File: config.mk
export PLATFORM = sky130hd
export DESIGN_NAME = ascii_radix_prefixed_integer_parser_core
export DESIGN_NICKNAME = d
export VERILOG_FILES = /design/src/rtl/arpi_pkg.sv /design/src/rtl/ascii_radix_prefixed_integer_parser_core.sv /design/src/rtl/arpi_front.sv /design/src/rtl/arpi_queue.sv /design/src/rtl/arpi_back.sv
export VERILOG_INCLUDE_DIRS = /design/src /design/src/rtl
export SDC_FILE = /design/constraint.sdc
export NUM_CORES = 1
export LEC_CHECK = 0
export BUFFER_PORTS_ARGS = -buffer_cell sky130_fd_sc_hd__buf_2
export CORE_MARGIN = 10
export CORE_UTILIZATION = 50
export CTS_CLUSTER_DIAMETER = 80
export CTS_CLUSTER_SIZE = 28
export DETAILED_ROUTE_END_ITERATION = 10
export PLACE_DENSITY = 0.72
export SLEW_MARGIN = 10
export SYNTH_ARGS = -nofsm -noshare
export SYNTH_HDL_FRONTEND = slang
export SYNTH_HIERARCHICAL = 1
export SYNTH_SLANG_ARGS = --single-unit
File: constraint.sdc
create_clock -name i_clk -period 7.1 [get_ports i_clk]
set_input_delay 1.42 -clock i_clk [delete_from_list [all_inputs] [get_ports i_clk]]
set_output_delay 1.42 -clock i_clk [all_outputs]
set_load 0.005 [all_outputs]
File: src/rtl/ascii_radix_prefixed_integer_parser_core_macros.svh
// Assertion macros for the ASCII radix-prefixed integer parser.
`ifndef ASCII_RADIX_PREFIXED_INTEGER_PARSER_CORE_MACROS_SVH
`define ASCII_RADIX_PREFIXED_INTEGER_PARSER_CORE_MACROS_SVH

// Same-cycle implication, checked out of reset.
`define ARPI_ASSERT_NOW(lbl, clk, rst_n, ante, cons, msg) \
    lbl: assert property (@(posedge clk) disable iff (!rst_n) (ante) |-> (cons)) \
        else $error(msg);

// Next-cycle implication, checked out of reset.
`define ARPI_ASSERT_NEXT(lbl, clk, rst_n, ante, cons, msg) \
    lbl: assert property (@(posedge clk) disable iff (!rst_n) (ante) |=> (cons)) \
        else $error(msg);

`endif

File: src/rtl/arpi_pkg.sv
// Shared types and constants for the ASCII radix-prefixed integer parser.
`timescale 1ns / 1ps
`default_nettype none

package arpi_pkg;

    localparam int VALUE_BITS  = 32;
    localparam int CHAR_BITS   = 8;
    localparam int DIGIT_BITS  = 4;
    localparam int QUEUE_DEPTH = 2;
    localparam int QPTR_W      = (QUEUE_DEPTH > 1) ? $clog2(QUEUE_DEPTH) : 1;
    localparam int QCNT_W      = $clog2(QUEUE_DEPTH + 1);

    localparam logic [CHAR_BITS-1:0] CH_NUL    = 8'h00;
    localparam logic [CHAR_BITS-1:0] CH_TAB    = 8'h09;
    localparam logic [CHAR_BITS-1:0] CH_SPACE  = 8'h20;
    localparam logic [CHAR_BITS-1:0] CH_DOLLAR = 8'h24;
    localparam logic [CHAR_BITS-1:0] CH_PCT    = 8'h25;
    localparam logic [CHAR_BITS-1:0] CH_MINUS  = 8'h2D;
    localparam logic [CHAR_BITS-1:0] CH_ZERO   = 8'h30;
    localparam logic [CHAR_BITS-1:0] CH_ONE    = 8'h31;
    localparam logic [CHAR_BITS-1:0] CH_NINE   = 8'h39;
    localparam logic [CHAR_BITS-1:0] CH_LC_A   = 8'h61;
    localparam logic [CHAR_BITS-1:0] CH_LC_F   = 8'h66;
    localparam logic [CHAR_BITS-1:0] CASE_BIT  = 8'h20;

    typedef enum logic [1:0] {
        OP_DIGIT,
        OP_NEG,
        OP_TERM
    } t_op_kind;

    typedef enum logic [1:0] {
        RADIX_BIN,
        RADIX_DEC,
        RADIX_HEX
    } t_radix;

    // One word of work passed from the front end to the back end.
    typedef struct packed {
        t_op_kind               kind;
        t_radix                 radix;
        logic [DIGIT_BITS-1:0]  digit;
        logic                   ok;
    } t_op;

endpackage

`default_nettype wire

File: src/rtl/ascii_radix_prefixed_integer_parser_core.sv
// Top level of the ASCII radix-prefixed integer parser.
//
// Input channel: one ASCII byte per word on i_char_in (i_valid / o_ready).
// Leading blanks are skipped, an optional '-' follows, then '$' for hex,
// '%' for binary, or decimal digits. A zero byte ends the string.
// Output channel: one word per terminator, o_value (32-bit two's complement,
// wrapped) and o_ok (o_valid / i_ready). A bad byte gives o_value 0, o_ok 0.
// Throughput: one byte per cycle while the work queue has room; the front end
// classifies a byte in the cycle it is accepted and the back end does one
// shift-add per cycle. A terminator's work word passes through the work queue
// and then loads the output register, which raises o_valid; a stalled
// receiver can hold that word in the queue.
// Reset (i_rst_n low, synchronous) returns the parse to whitespace skipping,
// clears the accumulator, empties the queue and drops o_valid.
// When the receiver stalls, the held result stays on the outputs; bytes keep
// flowing until a second terminator reaches the head of the queue and the
// two-word queue fills, then o_ready drops.
`timescale 1ns / 1ps
`default_nettype none

`include "ascii_radix_prefixed_integer_parser_core_macros.svh"

module ascii_radix_prefixed_integer_parser_core (
    input  logic                                  i_clk,
    input  logic                                  i_rst_n,
    input  logic                                  i_valid,
    output logic                                  o_ready,
    input  logic [arpi_pkg::CHAR_BITS-1:0]        i_char_in,
    output logic                                  o_valid,
    input  logic                                  i_ready,
    output logic signed [arpi_pkg::VALUE_BITS-1:0] o_value,
    output logic                                  o_ok
);
    import arpi_pkg::*;

    logic q_push;
    logic q_not_full;
    logic q_valid;
    logic q_pop;
    t_op  front_op;
    t_op  q_op;
    logic fail_out;
    logic term_held;

    arpi_front u_front (
        .i_clk     (i_clk),
        .i_rst_n   (i_rst_n),
        .i_valid   (i_valid),
        .o_ready   (o_ready),
        .i_char_in (i_char_in),
        .o_push    (q_push),
        .o_op      (front_op),
        .i_q_ready (q_not_full)
    );

    arpi_queue u_queue (
        .i_clk      (i_clk),
        .i_rst_n    (i_rst_n),
        .i_push     (q_push),
        .i_op       (front_op),
        .o_not_full (q_not_full),
        .o_valid    (q_valid),
        .o_op       (q_op),
        .i_pop      (q_pop)
    );

    arpi_back u_back (
        .i_clk     (i_clk),
        .i_rst_n   (i_rst_n),
        .i_q_valid (q_valid),
        .i_op      (q_op),
        .o_pop     (q_pop),
        .o_valid   (o_valid),
        .i_ready   (i_ready),
        .o_value   (o_value),
        .o_ok      (o_ok)
    );

    assign fail_out  = o_valid && !o_ok;
    assign term_held = q_valid && (q_op.kind == OP_TERM) && o_valid && !i_ready;

    `ARPI_ASSERT_NOW(a_fail_zero, i_clk, i_rst_n, fail_out, o_value == '0, "failed parse not zero")
    `ARPI_ASSERT_NOW(a_stall_has_work, i_clk, i_rst_n, !o_ready, q_valid, "stall with empty queue")
    `ARPI_ASSERT_NOW(a_no_term_overrun, i_clk, i_rst_n, term_held, !q_pop, "term over held word")

endmodule

`default_nettype wire

File: src/rtl/arpi_front.sv
// Front end: tracks the parse phase and turns digits, the sign and the terminator into work words.
`timescale 1ns / 1ps
`default_nettype none

module arpi_front (
    input  logic                          i_clk,
    input  logic                          i_rst_n,
    input  logic                          i_valid,
    output logic                          o_ready,
    input  logic [arpi_pkg::CHAR_BITS-1:0] i_char_in,
    output logic                          o_push,
    output arpi_pkg::t_op                 o_op,
    input  logic                          i_q_ready
);
    import arpi_pkg::*;

    typedef enum logic [2:0] {
        PH_SKIP,
        PH_SIGN,
        PH_HEX,
        PH_BIN,
        PH_DEC,
        PH_FAIL
    } t_phase;

    t_phase                r_phase;
    t_phase                n_phase;
    logic                  emit;
    logic                  accept;
    logic                  is_dec;
    logic                  is_hex_alpha;
    logic [CHAR_BITS-1:0]  lc;
    t_op                   op;

    assign lc           = i_char_in | CASE_BIT;
    assign is_dec       = (i_char_in >= CH_ZERO) && (i_char_in <= CH_NINE);
    assign is_hex_alpha = (lc >= CH_LC_A) && (lc <= CH_LC_F);
    assign accept       = i_valid && i_q_ready;

    always_comb begin
        n_phase  = r_phase;
        emit     = 1'b0;
        op.kind  = OP_DIGIT;
        op.radix = RADIX_DEC;
        op.digit = i_char_in[DIGIT_BITS-1:0];
        op.ok    = 1'b1;
        if (i_char_in == CH_NUL) begin
            emit    = 1'b1;
            op.kind = OP_TERM;
            op.ok   = (r_phase != PH_FAIL);
            n_phase = PH_SKIP;
        end else begin
            case (r_phase)
                PH_SKIP, PH_SIGN: begin
                    if (r_phase == PH_SKIP && (i_char_in == CH_SPACE || i_char_in == CH_TAB)) begin
                        n_phase = PH_SKIP;
                    end else if (r_phase == PH_SKIP && i_char_in == CH_MINUS) begin
                        emit    = 1'b1;
                        op.kind = OP_NEG;
                        n_phase = PH_SIGN;
                    end else if (i_char_in == CH_DOLLAR) begin
                        n_phase = PH_HEX;
                    end else if (i_char_in == CH_PCT) begin
                        n_phase = PH_BIN;
                    end else if (is_dec) begin
                        emit    = 1'b1;
                        n_phase = PH_DEC;
                    end else begin
                        n_phase = PH_FAIL;
                    end
                end
                PH_HEX: begin
                    op.radix = RADIX_HEX;
                    if (is_dec) begin
                        emit = 1'b1;
                    end else if (is_hex_alpha) begin
                        emit     = 1'b1;
                        // 'a'..'f' low nibble is 1..6; add 9 for 10..15
                        op.digit = lc[DIGIT_BITS-1:0] + DIGIT_BITS'(9);
                    end else begin
                        n_phase = PH_FAIL;
                    end
                end
                PH_BIN: begin
                    op.radix = RADIX_BIN;
                    if (i_char_in == CH_ZERO || i_char_in == CH_ONE) begin
                        emit = 1'b1;
                    end else begin
                        n_phase = PH_FAIL;
                    end
                end
                PH_DEC: begin
                    if (is_dec) begin
                        emit = 1'b1;
                    end else begin
                        n_phase = PH_FAIL;
                    end
                end
                default: begin
                    n_phase = PH_FAIL;
                end
            endcase
        end
    end

    always_ff @(posedge i_clk) begin
        if (!i_rst_n) begin
            r_phase <= PH_SKIP;
        end else if (accept) begin
            r_phase <= n_phase;
        end
    end

    assign o_ready = i_q_ready;
    assign o_push  = accept && emit;
    assign o_op    = op;

endmodule

`default_nettype wire

File: src/rtl/arpi_queue.sv
// Small FIFO of work words between the front end and the back end.
`timescale 1ns / 1ps
`default_nettype none

module arpi_queue (
    input  logic          i_clk,
    input  logic          i_rst_n,
    input  logic          i_push,
    input  arpi_pkg::t_op i_op,
    output logic          o_not_full,
    output logic          o_valid,
    output arpi_pkg::t_op o_op,
    input  logic          i_pop
);
    import arpi_pkg::*;

    t_op                r_mem [QUEUE_DEPTH];
    logic [QPTR_W-1:0]  r_wr_ptr;
    logic [QPTR_W-1:0]  r_rd_ptr;
    logic [QCNT_W-1:0]  r_count;
    logic               do_pop;

    assign o_valid    = (r_count != '0);
    assign o_not_full = (r_count != QCNT_W'(QUEUE_DEPTH));
    assign o_op       = r_mem[r_rd_ptr];
    assign do_pop     = i_pop && o_valid;

    function automatic logic [QPTR_W-1:0] ptr_inc(input logic [QPTR_W-1:0] p);
        ptr_inc = (p == QPTR_W'(QUEUE_DEPTH - 1)) ? '0 : p + QPTR_W'(1);
    endfunction

    always_ff @(posedge i_clk) begin
        if (i_push) begin
            r_mem[r_wr_ptr] <= i_op;
        end
    end

    always_ff @(posedge i_clk) begin
        if (!i_rst_n) begin
            r_wr_ptr <= '0;
            r_rd_ptr <= '0;
            r_count  <= '0;
        end else begin
            if (i_push) begin
                r_wr_ptr <= ptr_inc(r_wr_ptr);
            end
            if (do_pop) begin
                r_rd_ptr <= ptr_inc(r_rd_ptr);
            end
            if (i_push && !do_pop) begin
                r_count <= r_count + QCNT_W'(1);
            end else if (!i_push && do_pop) begin
                r_count <= r_count - QCNT_W'(1);
            end
        end
    end

endmodule

`default_nettype wire

File: src/rtl/arpi_back.sv
// Back end: accumulates digits and registers the result word.
`timescale 1ns / 1ps
`default_nettype none

module arpi_back (
    input  logic                                  i_clk,
    input  logic                                  i_rst_n,
    input  logic                                  i_q_valid,
    input  arpi_pkg::t_op                         i_op,
    output logic                                  o_pop,
    output logic                                  o_valid,
    input  logic                                  i_ready,
    output logic signed [arpi_pkg::VALUE_BITS-1:0] o_value,
    output logic                                  o_ok
);
    import arpi_pkg::*;

    logic [VALUE_BITS-1:0]        r_acc;
    logic                         r_neg;
    logic                         r_out_valid;
    logic signed [VALUE_BITS-1:0] r_value;
    logic                         r_ok;
    logic [VALUE_BITS-1:0]        scaled;
    logic [VALUE_BITS-1:0]        n_acc;
    logic [VALUE_BITS-1:0]        result;
    logic                         out_free;

    assign out_free = !r_out_valid || i_ready;
    // A terminator needs the output register; other words always drain.
    assign o_pop    = i_q_valid && ((i_op.kind != OP_TERM) || out_free);

    always_comb begin
        case (i_op.radix)
            RADIX_BIN: scaled = r_acc << 1;
            RADIX_HEX: scaled = r_acc << 4;
            RADIX_DEC: scaled = (r_acc << 3) + (r_acc << 1);
            default:   scaled = r_acc;
        endcase
        n_acc = scaled + VALUE_BITS'(i_op.digit);
    end

    always_comb begin
        if (!i_op.ok) begin
            result = '0;
        end else if (r_neg) begin
            result = '0 - r_acc;
        end else begin
            result = r_acc;
        end
    end

    always_ff @(posedge i_clk) begin
        if (!i_rst_n) begin
            r_acc       <= '0;
            r_neg       <= 1'b0;
            r_out_valid <= 1'b0;
        end else begin
            if (i_ready) begin
                r_out_valid <= 1'b0;
            end
            if (o_pop) begin
                case (i_op.kind)
                    OP_DIGIT: r_acc <= n_acc;
                    OP_NEG:   r_neg <= 1'b1;
                    OP_TERM: begin
                        r_acc       <= '0;
                        r_neg       <= 1'b0;
                        r_out_valid <= 1'b1;
                    end
                    default: r_acc <= r_acc;
                endcase
            end
        end
    end

    always_ff @(posedge i_clk) begin
        if (o_pop && i_op.kind == OP_TERM) begin
            r_value <= result;
            r_ok    <= i_op.ok;
        end
    end

    assign o_valid = r_out_valid;
    assign o_value = r_value;
    assign o_ok    = r_ok;

endmodule

`default_nettype wire

==> qor.yml, run 1 <==
outcome:
  outcome: "completed"
setup_path:
  crit_end: "u_back/r_acc[30]$_SDFFE_PN0P_"
  worstSetupStartpointType: "flop"
  cp.arrival_ps: 5000
  slowest_delay_ps: 700
  worstSetupPathType: "reg -> reg"
  crit_buf_inv: 1
  critPathRequiredTime_ps: 7350
  path_delay_family: "simple AND/OR/NAND/NOR gates"
  worstPathCellList: "mux2_1 -> buf_4 -> nand2b_1 -> nor3_1 -> or3_4 -> nor4b_4 -> nand2_2 -> or4b_1 -> or4_1 -> a32o_1"
  worst_setup_path_end_kind: "flop"
  rrSetupSlack_ps: 2340
  slowest_stage: "or4b_1"
  cp.depth: 10
  crit_fanout: 26
  r2r-end: "u_back/r_acc[30]$_SDFFE_PN0P_"
  r2r_cells: 10
power:
  leakage_nw: 3.236
  pwr-share-seq: 0.522
  pwr-share-comb: 0.031
  pwr-share-clk: 0.446
  irDropWorstVdd_uv: 130.3
  p_sw_uw: 232.5
  swShare: 0.2140
  cellPowerDensity_nw_per_um2: 127.8
  power.internal_uw: 853.8
place:
  portBuffers: 46
  dpl-instance-area_um2: 8205
  gp_congestion: 0.9523
  dpl.hpwl_um: 14820
  pre_cts_ws_ps: 2398
die:
  coreArea_um2: 15370
  die_y_um: 145.8
  fp.dieW_um: 145.8
  num_io_pins: 47
  rows: 45
  fp.dieArea_um2: 21250
  initial_core_util: 0.5146
layout:
  area_growth_pct: 7.498
  finish.instance_area_um2: 8503
  drive_gt1_frac: 0.1174
  final.fill_count: 1447
  final_cell_mix: "79 x nand2_1, 60 x nor2_1, 53 x xnor2_1"
  layout.nets: 968
  diodes: 0
  layout_commonest_cell: "nand2_1"
detailed_routing:
  vias_per_cell: 6.096
  vias: 6895
  drtIter0Drc: 706
  drc: 0
  drt_pass1_iterations: 6
  antenna_left: 0
  wire_per_inst_um: 17.55
  drt_wl_total_um: 19850
sta:
  slew_violations: 0
  fin_skew_ps: 13.98
  post-route-min-period_ps: 4755
  fin_ws_ps: 2345
  fin_setup_tns_ps: 0
  relSlewSlack: 0.4512
  finalCritPeriodShare: 0.6698
  tightest_slew_ps: 821.5
  finalSetupViolCount: 0
  rsz0062_at_grt: "no"
  hold_viol_final: 0
  fmax_ghz: 0.2103
grt:
  antenna_found_initial: 0
  grt_overflow: 0
  grt_pass1_wl_um: 32660
  grt_max_degree: 34
  grt_pass1_vias: 6469
  grt_usage: 0.1822
logic_synthesis:
  ys.flop_type: "edfxtp_1"
  synthesis.area_um2: 7910
  synth_fp_nets: 960
  ys_seq_area_frac: 0.2999
  yosysWarnings: 6
  syn_area_per_cell_um2: 8.721
  netlist.top_cell.by_area: "edfxtp_1"
  yosys.area.top_type_share: 0.1936
  yosysUniqueCellTypes: 94
  async_flop_share: 0
  ys_top_cells_by_area: "edfxtp_1 19%, dfxtp_1 11%, ha_1 6.2%"
  synthCells: 907
  synth_seq_cells: 93
  synth_edf_count: 51
clock_tree:
  cts_tree: "yes"
  cts_setup_buffers: 0
  clock-sinks: 93
  htreeDepth: 3
  cts.clk_slew.worst_paths_ps: 70
  cts_root_buf: "clkbuf_16"
  ctsLongestPathBuffers: 2
  clock_latency_ps: 360
  cts_hold_buffers: 0
  cts_made_buffers: 9
  cts_resized: 0
worst_hold_path:
  hold_class: "reg -> reg"
job:
  drv_cap: 0
==> kinds of logic (layout without fill, tap and decap cells) <==
logic type,after synthesis,count (layout),share of synthesized area
xor+xnor,67,67,0.07419
buf+inv,72,85,0.03954
mux,39,39,0.06185
fa+ha+maj,41,41,0.06675
compound gates,238,238,0.2074
simple gates,357,357,0.2504
flops,93,93,0.2999
==> power groups by stage <==
stage	combinational (mW)	sequential [mW]	clock, mW
4_1_cts	0.0343	0.567	0.499
5_1_grt	0.0384	0.567	0.521
3_5_place_dp	0.0341	0.579	0
6_report	0.0342	0.567	0.485
3_3_place_gp	0.0337	0.579	0
2_1_floorplan	0.0243	0.578	0
==> worst reg2reg max path, cell delays in order (launching register included) <==
cell	delay, ps
dfxtp_1	550
mux2_1	630
buf_4	420
nand2b_1	590
nor3_1	120
or3_4	420
nor4b_4	290
nand2_2	130
or4b_1	700
or4_1	530
a32o_1	260
==> registers in the layout (all words and copies together), names as in the netlist, named ones only <==
signal,cells
u_back/o_valid,1
u_front/r_phase,3
u_back/r_neg,1
u_back/o_value,32
u_back/r_acc,32
u_queue/r_rd_ptr,1
u_queue/r_mem,18
u_back/o_ok,1
u_queue/r_count,2
u_queue/r_wr_ptr,1
==> per-layer routing <==
layer / track usage / routed length, µm / vias to the layer above / part of all wire
li1: - / - / 3406 / -
met1: 0.2416 / 9344 / 3260 / 0.47
met2: 0.2982 / 9151 / 215 / 0.46
met3: 0.03415 / 1192 / 14 / 0.060
met4: 0.04348 / 164 / 0 / 0.0083
met5: 0 / 0 / - / 0
==> area by class of cell <==
cell class	instances	area [µm²]	area share
clock inverter	6	68.82	0.008093
sequential	93	2372	0.2790
multi-input combinational	742	5225	0.6145
inverter	16	61.31	0.007210
tap	211	264.0	0.03105
timing repair buffer	53	282.8	0.03325
clock buffer	10	229.0	0.02693
==> stage by stage <==
stage,hold slack [ps],util,total power [mW],cells
4_1_cts,534.4,0.5532,1.100,1131
2_1_floorplan,475.8,-,0.6028,907
3_5_place_dp,524.7,0.5338,0.6134,1115
6_report,532.0,0.5532,1.086,1131
5_1_grt,568.0,0.5532,1.127,1131
3_3_place_gp,505.1,0.5338,0.6129,1115
==> cell usage after synthesis, types with 6 or more instances <==
master / instances
a211o_1: 7
a21o_1: 11
a21oi_1: 42
a221oi_1: 6
a22oi_1: 11
a31oi_1: 12
and2_1: 47
buf_2: 14
clkbuf_1: 35
dfxtp_1: 42
edfxtp_1: 51
ha_1: 39
inv_1: 15
mux2_1: 10
mux2i_1: 17
mux4_2: 6
nand2_1: 79
nand2b_1: 13
nand3_1: 28
nand3b_1: 7
nand4_1: 9
nor2_1: 60
nor2b_1: 16
nor3_1: 17
nor3b_1: 8
nor4_1: 8
o211ai_1: 8
o21a_1: 11
o21ai_0: 50
o21ai_1: 6
o31ai_1: 12
o41ai_1: 6
or2_2: 7
or3_1: 14
or4_1: 8
xnor2_1: 53
xor2_1: 14
==> worst min path at each step <==
stage | from | endpoint | slack, ps | depth (start not counted)
2_1_floorplan | u_front/r_phase[1]$_SDFFE_PN0P_ | u_front/r_phase[1]$_SDFFE_PN0P_ | 480 | 2
6_report | u_front/r_phase[1]$_SDFFE_PN0P_ | u_front/r_phase[1]$_SDFFE_PN0P_ | 530 | 2
3_3_place_gp | u_queue/r_count[1]$_SDFFE_PN0P_ | u_queue/r_count[1]$_SDFFE_PN0P_ | 510 | 2
3_5_place_dp | u_front/r_phase[1]$_SDFFE_PN0P_ | u_front/r_phase[1]$_SDFFE_PN0P_ | 520 | 2
5_1_grt | u_queue/r_count[1]$_SDFFE_PN0P_ | u_queue/r_count[1]$_SDFFE_PN0P_ | 570 | 2
4_1_cts | u_queue/r_count[1]$_SDFFE_PN0P_ | u_queue/r_count[1]$_SDFFE_PN0P_ | 530 | 2
Note: power is estimated with default switching activity, not from simulation.
==> run 2: changes to the inputs <==
--- a/config.mk
+++ b/config.mk
@@ -12,7 +12,7 @@
 export CTS_CLUSTER_DIAMETER = 80
 export CTS_CLUSTER_SIZE = 28
 export DETAILED_ROUTE_END_ITERATION = 10
-export PLACE_DENSITY = 0.72
+export PLACE_DENSITY = 0.74
 export SLEW_MARGIN = 10
 export SYNTH_ARGS = -nofsm -noshare
 export SYNTH_HDL_FRONTEND = slang
==> constraint.sdc (replaced) <==
create_clock -name i_clk -period 4.05 [get_ports i_clk]
set_input_delay 0.81 -clock i_clk [delete_from_list [all_inputs] [get_ports i_clk]]
set_output_delay 0.81 -clock i_clk [all_outputs]
set_load 0.005 [all_outputs]
==> run 2 against run 1 <==
Clock power rose by 80%; via count rose by 3.7%; combinational power rose by 78%; fmax rose by 22%; sequential cell count did not move; critical path type unchanged; critical endpoint unchanged.
==> qor.yml, run 2 (same netlist as run 1, synthesis figures left out) <==
grt:
  grt_usage: 0.1855  # +0.003368
  grt_overflow: 0  # unchanged
  antenna_found_initial: 0  # unchanged
  grt_pass1_wl_um: 33110  # +1.4%
  grt_pass1_vias: 6595  # +1.9%
  grt_max_degree: 34  # unchanged
power:
  pwr-share-seq: 0.516  # -0.006
  pwr-share-clk: 0.452  # +0.006
  power.internal_mw: 1.531  # +79%
  p_sw_uw: 397.1  # +71%
  irDropWorstVdd_uv: 176.4  # +35%
  cellPowerDensity_nw_per_um2: 216.7  # +70%
  pwr-share-comb: 0.032  # about the same
  swShare: 0.2060  # -0.008033
  leakage_nw: 3.483  # +7.6%
layout:
  layout.nets: 1012  # +4.5%
  fin_cells: 1175  # +3.9%
  final_cell_mix: "79 x nand2_1, 60 x nor2_1, 53 x xnor2_1"
  drive_gt1_frac: 0.1691  # +0.05170
  final_core_util: 0.5788  # +0.02556
  diodes: 0  # unchanged
  area_growth_pct: 12.46
  layout_commonest_cell: "nand2_1"
  final.fill_count: 1354  # -6.4%
sta:
  fin_ws_ps: 148.5  # -2196 ps
  finalSetupViolCount: 0  # unchanged
  rsz0062_at_grt: "no"
  post-route-min-period_ps: 3901  # -853.8 ps
  relSlewSlack: 0.2039  # -0.2473
  fin_setup_tns_ps: 0  # unchanged
  hold_viol_final: 0  # unchanged
  fmax_ghz: 0.2563  # +22%
  tightest_slew_ps: 1192  # +371.0 ps
  finalCritPeriodShare: 0.9633  # +0.2936
  fin_skew_ps: 15.47  # +1.489 ps
  slew_violations: 0  # unchanged
  hold_ws_ps: 525.7  # -6.281 ps
setup_path:
  critPathRequiredTime_ps: 4300  # -3050 ps
  worstSetupStartpointType: "flop"
  worstPathCellList: "ha_1 -> a21oi_1 -> o221ai_1 -> o21a_1 -> or3_4 -> nor4b_4 -> nand2_2 -> or4b_1 -> or4_1 -> a32o_1"
  crit_buf_inv: 0  # -1
  worstSetupPathType: "reg -> reg"
  path_delay_family: "simple AND/OR/NAND/NOR gates"
  cp.arrival_ps: 4150  # -850 ps
  worst_setup_path_end_kind: "flop"
  slowest_delay_ps: 670  # -30 ps
  crit_fanout: 8  # -69%
  slowest_stage: "or4b_1"
detailed_routing:
  vias_per_cell: 6.083  # -0.23%
  drc: 0  # unchanged
  vias: 7147  # +3.7%
  drt_wl_total_um: 20210  # +1.8%
  drtIter0Drc: 643  # -8.9%
  antenna_left: 0  # unchanged
  drt_pass1_iterations: 7  # +1
  wire_per_inst_um: 17.20  # -2.0%
worst_hold_path:
  hold_class: "reg -> reg"
place:
  pre_cts_ws_ps: 180.3  # -2218 ps
  place_inst: 1157  # +3.8%
  dpl.hpwl_um: 15560  # +5.0%
  portBuffers: 46  # unchanged
  gp_congestion: 0.9425  # -1.0%
clock_tree:
  cts_root_buf: "clkbuf_16"
  ctsLongestPathBuffers: 2  # unchanged
  htreeDepth: 3  # unchanged
  cts.clk_slew.worst_paths_ps: 70  # about the same
  clock-sinks: 93  # unchanged
  clock_latency_ps: 360  # about the same
  cts_hold_buffers: 0  # unchanged
  cts_tree: "yes"
  cts_made_buffers: 9  # unchanged
die:
  fp.dieArea_um2: 21250  # unchanged
  coreArea_um2: 15370  # unchanged
  rows: 45  # unchanged
  die_y_um: 145.8  # unchanged
  fp.dieW_um: 145.8  # unchanged
  initial_core_util: 0.5146  # unchanged
  num_io_pins: 47  # unchanged
job:
  drv_cap: 0  # unchanged
outcome:
  outcome: "completed"
==> run 2: cell count changes in the layout (fill, tap and decap cells not counted), moves of 2 or more <==
cell | previous run | this run
buf_4 | 7 | 50
clkbuf_8 | 0 | 2
dfxtp_1 | 42 | 40
dfxtp_2 | 0 | 2
nor2b_1 | 16 | 14
==> run 2: path summary, 6_finish.rpt <==
check                             startpoint                              end  slack, ps  cells past startpoint
min reg2reg  u_queue/r_count[1]$_SDFFE_PN0P_  u_queue/r_count[1]$_SDFFE_PN0P_        530                      2
max             u_back/r_acc[5]$_SDFFE_PN0P_    u_back/r_acc[30]$_SDFFE_PN0P_        150                     10
min          u_queue/r_count[1]$_SDFFE_PN0P_  u_queue/r_count[1]$_SDFFE_PN0P_        530                      2
max reg2reg     u_back/r_acc[5]$_SDFFE_PN0P_    u_back/r_acc[30]$_SDFFE_PN0P_        150                     10
==> run 2: area by class of cell <==
type / instances / area [µm²] / area share
Multi-Input combinational cell: 742 / 5268 / 0.5921
Sequential cell: 93 / 2375 / 0.2669
Timing Repair Buffer: 97 / 616.8 / 0.06934
Tap cell: 211 / 264.0 / 0.02968
Clock buffer: 12 / 256.5 / 0.02883
Inverter: 16 / 61.31 / 0.006892
Clock inverter: 4 / 55.05 / 0.006188
==> run 2: metal layers <==
metal | global-route usage | vias up | part of all wire
li1 | - | 3507 | -
met4 | 0.05915 | 0 | 0.019
met1 | 0.2515 | 3345 | 0.46
met5 | 0 | - | 0
met3 | 0.03819 | 28 | 0.080
met2 | 0.2880 | 267 | 0.44
==> run 2: repair_timing <==
| action | CTS | global route |
|---|---|---|
| gates resized for setup | 0 | 8 |
| setup endpoints to repair | 0 | 8 |
| setup buffers | 0 | 2 |
==> run 2: tightest hold or removal path: stages, from the launching register on <==
cell,delay [ps]
dfxtp_1,340
o21ai_0,80
a21boi_1,60
==> run 2: power by group through the flow <==
stage | Sequential, mW | Clock [mW] | Combinational (mW)
floorplan | 1.01 | 0 | 0.0429
global placement | 1.02 | 0 | 0.0596
detailed placement | 1.02 | 0 | 0.0607
CTS | 0.995 | 0.892 | 0.0609
global route | 0.995 | 0.921 | 0.0680
finish | 0.995 | 0.872 | 0.0609
==> run 2: stage by stage <==
step,area (µm²),power [mW]
after global placement,8538,1.075
after CTS,8850,1.948
final,8896,1.928
after floorplan,7981,1.057
after detailed placement,8538,1.077
after global routing,8896,1.985
